--- config.mk ---
export PLATFORM = sky130hd
export DESIGN_NAME = bdeq_ctrl
export DESIGN_NICKNAME = d
export VERILOG_FILES = /design/src/bdeq_pkg.sv /design/src/bdeq_ctrl.sv
export SDC_FILE = /design/constraint.sdc
export NUM_CORES = 1
export LEC_CHECK = 0
export BUFFER_PORTS_ARGS = -buffer_cell sky130_fd_sc_hd__clkbuf_2
export CAP_MARGIN = 20
export CELL_PAD_IN_SITES_DETAIL_PLACEMENT = 1
export CELL_PAD_IN_SITES_GLOBAL_PLACEMENT = 1
export CORE_UTILIZATION = 39
export DETAILED_ROUTE_END_ITERATION = 10
export PLACE_DENSITY_LB_ADDON = 0.1
export SLEW_MARGIN = 5
export SYNTH_ARGS = -nofsm -noshare
export SYNTH_HDL_FRONTEND = slang
export SYNTH_SLANG_ARGS = --single-unit
--- constraint.sdc ---
create_clock -name clk_i -period 5.9 [get_ports clk_i]
set_input_delay 0.59 -clock clk_i [delete_from_list [all_inputs] [get_ports clk_i]]
set_output_delay 0.59 -clock clk_i [all_outputs]
set_load 0.03 [all_outputs]
--- src/bdeq_pkg.sv ---
// shared types and constants of the bounded double-ended queue
package bdeq_pkg;

  // ring storage geometry
  localparam int unsigned DEPTH   = 1024;
  localparam int unsigned ADDR_W  = $clog2(DEPTH);
  localparam int unsigned CNT_W   = $clog2(DEPTH + 1);

  // transaction field widths
  localparam int unsigned DATA_W  = 32;
  localparam int unsigned OP_W    = 2;
  localparam int unsigned STAT_W  = 2;

  // capacity register
  localparam int unsigned CAP_W   = 11;
  localparam logic [CAP_W-1:0] CAP_RESET = CAP_W'(1024);

  // width that holds both a capacity and an occupancy
  localparam int unsigned CMP_W   = (CAP_W > CNT_W) ? CAP_W : CNT_W;

  typedef enum logic [OP_W-1:0] {
    OP_PUSH_LEFT  = 2'd0,
    OP_PUSH_RIGHT = 2'd1,
    OP_POP_LEFT   = 2'd2,
    OP_POP_RIGHT  = 2'd3
  } op_e;

  typedef enum logic [STAT_W-1:0] {
    ST_DONE  = 2'd0,
    ST_FULL  = 2'd1,
    ST_EMPTY = 2'd2
  } status_e;

  // memory access issued for one transaction
  typedef struct packed {
    logic              en;
    logic              we;
    logic [ADDR_W-1:0] addr;
    logic [DATA_W-1:0] wdata;
  } ram_req_t;

  // result of one transaction, before the memory read data joins it
  typedef struct packed {
    status_e           status;
    logic [DATA_W-1:0] value;
    logic              from_ram;
  } rsp_t;

endpackage

--- src/bdeq_ctrl.sv ---
// end pointers, occupancy and per-transaction decision of the queue
module bdeq_ctrl import bdeq_pkg::*; (
  input  logic              clk_i,
  input  logic              rst_ni,
  input  logic              req_valid_i,
  input  logic [OP_W-1:0]   op_i,
  input  logic [DATA_W-1:0] push_value_i,
  input  logic [CAP_W-1:0]  cap_i,
  output ram_req_t          ram_req_o,
  output rsp_t              rsp_o,
  output logic [CNT_W-1:0]  occ_o
);

  localparam logic [ADDR_W-1:0] LAST_IDX = ADDR_W'(DEPTH - 1);
  localparam logic [CMP_W-1:0]  DEPTH_C  = CMP_W'(DEPTH);

  logic [ADDR_W-1:0] left_q, left_d;
  logic [ADDR_W-1:0] right_q, right_d;
  logic [CNT_W-1:0]  occ_q, occ_d;
  logic [ADDR_W-1:0] left_dec, left_inc, right_dec, right_inc;
  logic [CMP_W-1:0]  cap_ext, cap_eff, occ_ext;
  logic              full, empty;

  // ring neighbors of both ends
  assign left_dec  = (left_q == '0) ? LAST_IDX : left_q - ADDR_W'(1);
  assign left_inc  = (left_q == LAST_IDX) ? '0 : left_q + ADDR_W'(1);
  assign right_dec = (right_q == '0) ? LAST_IDX : right_q - ADDR_W'(1);
  assign right_inc = (right_q == LAST_IDX) ? '0 : right_q + ADDR_W'(1);

  // capacity saturates at the ring depth
  assign cap_ext = CMP_W'(cap_i);
  assign cap_eff = (cap_ext > DEPTH_C) ? DEPTH_C : cap_ext;
  assign occ_ext = CMP_W'(occ_q);
  assign full    = (occ_ext >= cap_eff);
  assign empty   = (occ_q == '0);

  // decide the transaction and the memory access
  always_comb begin
    left_d          = left_q;
    right_d         = right_q;
    occ_d           = occ_q;
    ram_req_o       = '0;
    ram_req_o.wdata = push_value_i;
    rsp_o.status    = ST_DONE;
    rsp_o.value     = '0;
    rsp_o.from_ram  = 1'b0;
    case (op_e'(op_i))
      OP_PUSH_LEFT, OP_PUSH_RIGHT: begin
        if (full) begin
          rsp_o.status = ST_FULL;
        end else begin
          ram_req_o.en = req_valid_i;
          ram_req_o.we = 1'b1;
          rsp_o.value  = push_value_i;
          occ_d        = occ_q + CNT_W'(1);
          if (op_e'(op_i) == OP_PUSH_LEFT) begin
            ram_req_o.addr = left_dec;
            left_d         = left_dec;
          end else begin
            ram_req_o.addr = right_q;
            right_d        = right_inc;
          end
        end
      end
      OP_POP_LEFT, OP_POP_RIGHT: begin
        if (empty) begin
          rsp_o.status = ST_EMPTY;
        end else begin
          ram_req_o.en   = req_valid_i;
          rsp_o.from_ram = 1'b1;
          occ_d          = occ_q - CNT_W'(1);
          if (op_e'(op_i) == OP_POP_LEFT) begin
            ram_req_o.addr = left_q;
            left_d         = left_inc;
          end else begin
            ram_req_o.addr = right_dec;
            right_d        = right_dec;
          end
        end
      end
      default: begin
        rsp_o.status = ST_DONE;
      end
    endcase
  end

  // pointer and count registers
  always_ff @(posedge clk_i or negedge rst_ni) begin
    if (!rst_ni) begin
      left_q  <= '0;
      right_q <= '0;
      occ_q   <= '0;
    end else if (req_valid_i) begin
      left_q  <= left_d;
      right_q <= right_d;
      occ_q   <= occ_d;
    end
  end

  assign occ_o = occ_q;

endmodule

==> key figures, run 1 <==
Routing
  • Vias per cell: 5.56
  • Initial drt markers: 135
  • DRC: 0
  • DR WL/cell: 16.8 µm
  • Antenna viol nets, final: 0
  • Post-Route WL: 11700 µm
  • DR pass1 iterations: 4
  • DR vias: 3855

STA
  • Worst-margin pin slew: 0.874 ns
  • # setup viols final: 0
  • Fin crit period: 4.38 ns
  • Setup TNS: 0 ns
  • Final Cycle Share: 74.2%
  • Slew margin rel.: 41.7%
  • Final hold vios: 0
  • RSZ-0062 raised after global routing: no
  • Peak Freq: 228 MHz
  • Slew Viols, Final: 0
  • Setup Skew: around 0.01 ns

Worst setup path
  • Reg2Reg Launch Point: occ_o[2]
  • Crit-path max cell delay: 0.66 ns
  • Worst Setup SP: cap_i[10]
  • Worst-path cell chain: clkbuf_2, clkinv_1, nand2_1, ha_1, nand4_1, nor2_1, a311oi_2, nand3b_1, nand2b_1, inv_1, and2_1, clkbuf_2
  • Delay-heaviest family, CP: simple AND/OR/NAND/NOR gates
  • CP Data Required Time: 5.31 ns
  • Worst Setup Start Kind: input port
  • Crit end category: output pin
  • Critical path fanouts, max: 33
  • Critical path data arrival time: 3.79 ns
  • CP dominant cell by count: clkbuf_2
  • Slowest CP cell: inv_1
  • CP bufs+invs: 4
  • Critical path class: in2out

CTS
  • Setup bufs post-CTS: 0
  • H-tree depth: 2
  • Clock sinks: 31
  • CTS tree: done
  • # hold bufs at CTS: 0
  • Post-CTS sizing: 0
  • Clock Latency Late Sink: 0.29 ns
  • Root Driver: clkbuf_8
  • Clock-pin slew of the registers on the worst-case setup and hold paths: 0.07 ns
  • CTS Buf Count: 5
  • Bufs on Longest Clock Path: 2

Floorplan
  • I/O pin cnt: 138
  • Die X: between 90 and 100 µm
  • Row count: 35
  • Die area: approximately 0.010 mm²
  • Core ar.: ~0.0093 mm²
  • Die Y: 99.9 µm
  • Initial core utilization: slightly above 40%

Hold path
  • HP Class: in2async

Synth
  • Yosys reg bits: 31
  • Post-synth ARST share: 100%
  • Avg Synthesized Cell Area: 7.74 µm²
  • Post-synth net total: roughly 560
  • Synthesized cell area: 0.00374 mm²
  • Syn Inst Count: around 480
  • Sequential-to-total area share from yosys stat: 20.7%
  • Post-synthesis mux area share: 1.10%
  • Top cells by area, synth: dfrtp_1 (21%), ha_1 (8.0%), buf_4 (6.8%)
  • Compound-Gate Fraction of Synth Area: about a quarter
  • Primary FF master, synth: dfrtp_1
  • XOR/XNOR share of the synthesized area: 6.09%
  • Largest family of logic cells by synthesized area: simple AND/OR/NAND/NOR gates
  • Area leader, netlist: dfrtp_1
  • Number of synthesized flops with an enable pin: 0
  • Top-area cell type share of the netlist area: 20.7%
  • Ys Warns: 0
  • Adder-cell area share of the yosys netlist: under 10%
  • Simple-gate area share of the yosys netlist: 26.4%
  • Synth cell types: 70

Global route
  • Initial antenna violation count: 0
  • Total gr overflow: 0
  • Largest net degree at the start of global routing: 52
  • Gr usage total: between 20% and 30%
  • Number of global-route vias before repair: 3772
  • First-pass GRT wire length: ~19000 µm

Placed design
  • Placed cell count: a little under 700
  • Final GP Congestion: 0.772
  • HPWL after DPL: approximately 8900 µm
  • DP Area: 0.00418 mm²
  • PortBufs: 137

Layout
  • Commonest non-fill, non-tap cells in the layout: clkbuf_2 (137), a21oi_1 (39), nand2_1 (33), and2_1 (33), dfrtp_1 (31)
  • ANT cells: 0
  • Area delta synth->final: 14.4%
  • Cell Count, Final, Fillers Out: 693
  • Design area: 0.00428 mm²
  • Fillers: ~1200
  • Most common cell after layout, fill and taps aside: clkbuf_2
  • Layout cells sized above 1: 29.6%
  • Final #Nets: 636

Outcome
  • Status: completed

Power
  • Power Density: 469 mW/mm²
  • Leak: ~2.0 nW
  • Peak VDD IR: 0.209 mV

Flow run
  • Max_cap viols: 0
final timing paths:
path                            cells after the start  slack [ns]         end
worst max register to register                      6        2.69  right_q[0]
max in group asynchronous                           1        4.94  right_q[2]
worst max-delay path                               12        1.52   rsp_o[11]
worst min-delay path                                1        0.40   left_q[6]
min in group clk_i                                  1        0.59   occ_o[10]
worst min register to register                      1        0.59   occ_o[10]
power breakdown:
part / switching [mW] / internal (mW)
combinational: 0.839 / 0.479
clock: 0.0844 / 0.107
sequential: 0.198 / 0.299
layer usage:
metal,track usage [%],routed length [µm],up-vias
met3,2.58,401,6
met2,42.4,5950,81
met4,5.09,86,0
met1,30.6,5230,1896
li1,-,-,1872
met5,0,0,-
flip-flops by register name, summed over array words and instances, names as in the netlist:
register	cells
occ_o	11
left_q	10
right_q	10
cell families after synthesis:
| kind of cell | after synthesis |
|---|---|
| buf+inv | 84 |
| fa+ha+maj | 25 |
| xor+xnor | 26 |
| mux | 4 |
| flops | 31 |
| simple gates | 181 |
| compound gates | 132 |
cell type report:
cell class	instances	area, µm²	area share [%]
clock buffer	8	100	2.34
inverter	18	67.6	1.58
multi-input combinational	368	2470	57.8
sequential	31	776	18.1
tap	129	161	3.77
timing repair buffer	139	701	16.4
synth_stat cells (4+ instances only):
master    count
nor3_1       11
a31oi_1       7
nand3_1      20
clkbuf_1     23
nand4_1       9
o22ai_1       9
buf_6         4
a21oi_1      39
xor2_1       14
nand2_1      33
nor2_1       30
and2_1       33
or3_1         7
xnor2_1      12
ha_1         24
dfrtp_1      31
o21ai_0      30
a211oi_1      4
nor4_1        6
o21ai_2       5
inv_1        17
nand2b_1      7
buf_4        34
through the flow:
step	worst slack (ns)	power, mW	hold WS, ns	utilization [%]
2_1_floorplan	2.31	1.48	0.294	-
3_3_place_gp	1.69	1.76	0.572	45.0
3_5_place_dp	1.53	1.82	0.587	45.0
4_1_cts	1.53	2.01	0.431	46.1
5_1_grt	1.16	2.17	0.454	46.1
6_report	1.52	2.01	0.404	46.1
(Power assumes the default switching activity.)
==> inputs of run 2 (changes only) <==
Settings changed: CORE_UTILIZATION 39 to 36.
Clock period 5.9 ns to 4.5 ns, I/O delays scaled along.
==> run 2 against run 1 <==
Die area is 8.2% higher. Worst setup slack worse by 0.98 ns. Count of clock-buffer cells in the layout is 2 lower. Cell area is 0.70% higher. Non-clock buffer count is 1 higher.
==> key figures, run 2 (same netlist as run 1, synthesis figures left out) <==
Floorplan
  • Die area: 0.0108 mm²
  • I/O pin cnt: 138
  • Row count: 36
  • Initial core utilization: 37.7%
  • Die Y: 104 µm
  • Core ar.: about 0.01 mm²
  • Die X: 104 µm

Placed design
  • Dpl ws: 0.578 ns
  • Placed cell count: 690
  • Final GP Congestion: 0.801
  • DP Area: 0.00419 mm²
  • PortBufs: approximately 140
  • HPWL after DPL: about 9100 µm

Power
  • Leak: roughly 2 nW
  • Power Density: 622 mW/mm²
  • Peak VDD IR: roughly 0.35 mV

STA
  • # setup viols final: 0
  • Slew margin rel.: 40.5%
  • Slew Viols, Final: 0
  • Setup Skew: just over 0.005 ns
  • Final hold vios: 0
  • Worst-margin pin slew: 0.893 ns
  • Setup TNS: 0 ns
  • Fin crit period: 3.96 ns
  • Fin worst setup slack: 0.537 ns
  • Hold_ws: 0.274 ns
  • Peak Freq: 252 MHz
  • RSZ-0062 raised after global routing: no
  • Final Cycle Share: about 88%

Flow run
  • Max_cap viols: 0

Layout
  • ANT cells: 0
  • Area occupied by multi-input gates: 0.00247 mm²
  • Cell Count, Final, Fillers Out: 698
  • Fillers: around 1300
  • Layout cells sized above 1: roughly 30%
  • Design area: between 0.004 and 0.005 mm²
  • Commonest non-fill, non-tap cells in the layout: clkbuf_2 (137), a21oi_1 (39), nand2_1 (33), and2_1 (33), dfrtp_1 (31)
  • Area delta synth->final: 15.2%
  • FF/Latch Area: between 700 and 800 µm²
  • Max FFs per register: 11
  • Most common cell after layout, fill and taps aside: clkbuf_2
  • Final #Nets: 637

Routing
  • DR WL/cell: 16.9 µm
  • Vias per cell: 5.50
  • DRC: 0
  • Antenna viol nets, final: 0
  • Initial drt markers: 131
  • DR pass1 iterations: 4
  • DR vias: 3836
  • Post-Route WL: about 12000 µm

Worst setup path
  • R2R setup slack: 1.44 ns
  • Crit end category: output pin
  • CP Data Required Time: 4.05 ns
  • Critical path class: in2out
  • Critical path fanouts, max: 33
  • Critical path data arrival time: 3.51 ns
  • Worst Setup Start Kind: input port

Outcome
  • Status: completed

CTS
  • CTS tree: done
  • Root Driver: clkbuf_8
  • Clock-pin slew of the registers on the worst-case setup and hold paths: 0.08 ns
  • Clock Latency Late Sink: between 0.2 and 0.3 ns
  • H-tree depth: 2
  • CTS Buf Count: 5
  • Setup bufs post-CTS: 0
  • Bufs on Longest Clock Path: 2
  • Post-CTS sizing: 0
  • # hold bufs at CTS: 0
  • Clock sinks: 31

Global route
  • Number of global-route vias before repair: 3785
  • Largest net degree at the start of global routing: 42
  • Initial antenna violation count: 0
  • Gr usage total: 22.2%
  • First-pass GRT wire length: 19800 µm
  • Total gr overflow: 0

Hold path
  • HP Class: in2async
==> run 2: layout make-up <==
type | count | share of cell area (%)
sequential | 31 | 18.0
timing repair buffer | 140 | 16.4
inverter | 18 | 1.57
multi-input combinational | 368 | 57.4
clock inverter | 2 | 0.813
tap | 133 | 3.86
clock buffer | 6 | 1.92
==> run 2: per-layer routing <==
layer / track usage, % / vias to the layer above / wire length (µm)
li1: - / 1893 / -
met1: 28.8 / 1803 / 5440
met2: 38.4 / 124 / 5620
met3: 3.51 / 16 / 510
met4: 5.31 / 0 / 239
met5: 0 / - / 0
==> run 2: path summary, 6_finish.rpt <==
check                          start          to  cells past startpoint
hold / removal                rst_ni   left_q[1]                      1
max in group asynchronous     rst_ni  right_q[4]                      1
hold reg to reg            occ_o[10]   occ_o[10]                      1
min in group clk_i         occ_o[10]   occ_o[10]                      1
setup reg to reg            occ_o[0]  right_q[0]                      6
setup / recovery           cap_i[10]   rsp_o[25]                     13
==> run 2: through the flow <==
stage                     power (mW)  util (%)
after floorplan                 1.94         -
after global placement          2.33      42.3
after detailed placement        2.37      42.3
after CTS                       2.69      43.5
after global routing            2.91      43.5
final                           2.68      43.5
==> run 2: critical path, cell delays in order <==
cell	delay, ns
clkbuf_2	0.09
clkinv_1	0.23
nand2_1	0.16
ha_1	0.27
nand4_1	0.15
nor2_1	0.07
a311oi_2	0.54
nand3b_1	0.21
nand2b_1	0.19
buf_4	0.19
inv_1	0.53
and2_1	0.23
clkbuf_2	0.20
==> run 2: report_power, final <==
group          internal, mW  switching [mW]  total [mW]
sequential            0.392           0.255       0.647
combinational         0.635            1.10        1.73
clock                 0.179           0.121       0.301
total                  1.21            1.47        2.68
==> inputs of run 3 (changes only) <==
Settings changed: ABC_AREA from default to 1, CORE_UTILIZATION 36 to 35.
==> run 3 against run 2 <==
Critical path depth up 3. First-iteration DRC count up 31%. Fmax rose by 16%. Worst setup slack improved by 0.55 ns. Flip-flop and latch count did not move. Cell count is 29% higher. Largest power group unchanged.
==> key figures, run 3 <==
STA
  • Final Cycle Share: 75.9%
  • # setup viols final: 0
  • Setup Skew: 0.0111 ns
  • Worst-margin pin slew: roughly 0.95 ns
  • RSZ-0062 raised after global routing: no
  • Slew margin rel.: ~37%
  • Final hold vios: 0
  • Slew Viols, Final: 0
  • Setup TNS: 0 ns
  • Peak Freq: 293 MHz
  • Fin crit period: 3.41 ns

Synth
  • Number of synthesized flops with an enable pin: 0
  • Synthesized cell area: 0.00404 mm²
  • Ys Warns: 0
  • Synth cell types: 41
  • Synth cell count leaders: nand2_1 (226), nor2_1 (77), nand3_1 (59)
  • Most common cell in the synthesized netlist: nand2_1
  • Top cells by area, synth: nand2_1 (21%), dfrtp_1 (19%), ha_1 (7.4%)
  • Syn Inst Count: 672
  • Yosys reg bits: 31
  • Area leader, netlist: nand2_1
  • Sequential-to-total area share from yosys stat: 19.2%
  • Post-synth ARST share: between 90% and 100%
  • Avg Synthesized Cell Area: 6.01 µm²
  • Top-area cell type share of the netlist area: 21.0%
  • Primary FF master, synth: dfrtp_1
  • Post-synth net total: 745

Global route
  • GRT met1 Usage: 31.8%
  • Initial antenna violation count: 0
  • Met2 usage: 44.0%
  • Total gr overflow: 0
  • Grt met3 use: 3.73%
  • Number of global-route vias before repair: 4683
  • Largest net degree at the start of global routing: 35
  • Gr usage total: 24.9%
  • Gr busiest metal: met2
  • First-pass GRT wire length: 23500 µm

Routing
  • DR WL/cell: 15.9 µm
  • DR pass1 iterations: 4
  • Vias per cell: slightly above 5
  • Antenna viol nets, final: 0
  • Post-Route WL: roughly 14000 µm
  • Initial drt markers: 172
  • DR vias: roughly 4600
  • DRC: 0

Worst setup path
  • Critical path data arrival time: 2.96 ns
  • Crit end category: output pin
  • CP Data Required Time: 4.05 ns
  • R2R setup slack: roughly 2.2 ns
  • Critical path class: in2out
  • Reg2Reg Launch Point: occ_o[8]
  • Worst Setup Start Kind: input port
  • Worst Setup SP: cap_i[6]
  • RR Endpoint: right_q[8]
  • R2R cell count: 11
  • Critical path fanouts, max: 33

Layout
  • Layout cells sized above 1: a little under a quarter
  • Fillers: between 1500 and 2000
  • ANT cells: 0
  • Area delta synth->final: 16.1%
  • Final #Nets: 832
  • Design area: 0.00469 mm²
  • Commonest non-fill, non-tap cells in the layout: nand2_1 (226), clkbuf_2 (137), nor2_1 (77)
  • Most common cell after layout, fill and taps aside: nand2_1
  • Max FFs per register: 11

CTS
  • Setup bufs post-CTS: 0
  • Clock Latency Late Sink: about 0.3 ns
  • CTS Buf Count: 5
  • Post-CTS sizing: 0
  • Clock sinks: 31
  • Clock-pin slew of the registers on the worst-case setup and hold paths: 0.06 ns
  • # hold bufs at CTS: 0
  • H-tree depth: 2
  • CTS tree: done
  • Root Driver: clkbuf_16
  • Bufs on Longest Clock Path: 2

Placed design
  • DP Area: 0.00455 mm²
  • HPWL after DPL: 11100 µm
  • Final GP Congestion: 0.840
  • PortBufs: 137

Power
  • Leak: 2.68 nW
  • Power Density: 742 mW/mm²
  • Peak VDD IR: between 0.3 and 0.4 mV

Floorplan
  • Initial core utilization: 36.6%
  • Die Y: roughly 110 µm
  • Die X: 109 µm
  • I/O pin cnt: 138
  • Row count: 38
  • Core ar.: 0.0110 mm²
  • Die area: between 0.01 and 0.015 mm²

Hold path
  • HP Class: in2async

Outcome
  • Status: completed

Flow run
  • Max_cap viols: 0
## run 3: cell type report
class                   instances  area (µm²)  area share, %
multi-input cells             525        2680           57.0
flip-flops and latches         31         776           16.5
repair buffers                141         716           15.2
inverters                      55         206           4.40
well taps                     140         175           3.73
clock buffers                   6         139           2.96
clock inverters                 1        5.00          0.107
## run 3: worst max-delay path, stage by stage
cell,delay (ns)
clkbuf_2,0.09
nor4_1,0.27
a31o_2,0.30
nand2_1,0.09
ha_1,0.30
nand2_1,0.09
inv_1,0.05
nand2_1,0.06
nand2_1,0.05
nand2_1,0.07
nand2_2,0.10
nor2_4,0.08
buf_4,0.31
nor2_4,0.08
nor2_8,0.27
clkbuf_2,0.27
## run 3: per-stage QoR
stage	hold WS (ns)	utilization, %	power, mW	worst slack, ns	instances
2_1_floorplan	0.154	-	2.49	1.15	672
3_3_place_gp	0.563	41.2	3.06	1.14	892
3_5_place_dp	0.582	41.2	3.13	1.09	892
4_1_cts	0.340	42.5	3.52	1.08	899
5_1_grt	0.381	42.5	3.85	0.811	899
6_report	0.295	42.5	3.48	1.09	899
## run 3: kinds of logic (layout without fill, tap and decap cells)
| family | Yosys count | in the layout | share of synthesized area, % |
|---|---|---|---|
| compound gates | 86 | 86 | 12.8 |
| xor+xnor | 16 | 16 | 3.47 |
| fa+ha+maj | 25 | 25 | 7.93 |
| buf+inv | 116 | 203 | 14.6 |
| flops | 31 | 31 | 19.2 |
| simple gates | 398 | 398 | 42.0 |
## run 3: how the worst max path moves through the flow
stage / to / slack (ns) / cells past startpoint
after global placement: ram_req_o[43] / 1.14 / 14
after CTS: ram_req_o[43] / 1.08 / 16
after detailed placement: ram_req_o[43] / 1.09 / 16
after floorplan: ram_req_o[32] / 1.15 / 13
final: ram_req_o[43] / 1.09 / 16
after global routing: ram_req_o[43] / 0.81 / 16
## run 3: metal layers
metal  part of all wire (%)  wire length [µm]  vias up
met1                     46              6610     2190
met3                    3.6               520       13
met2                     49              6970      113
met5                      0                 0        -
li1                       -                 -     2327
met4                    1.1               153        0
## run 3: where the power goes
group          switching, mW  internal (mW)
logic                   1.67          0.785
clock network          0.144          0.216
registers              0.266          0.407
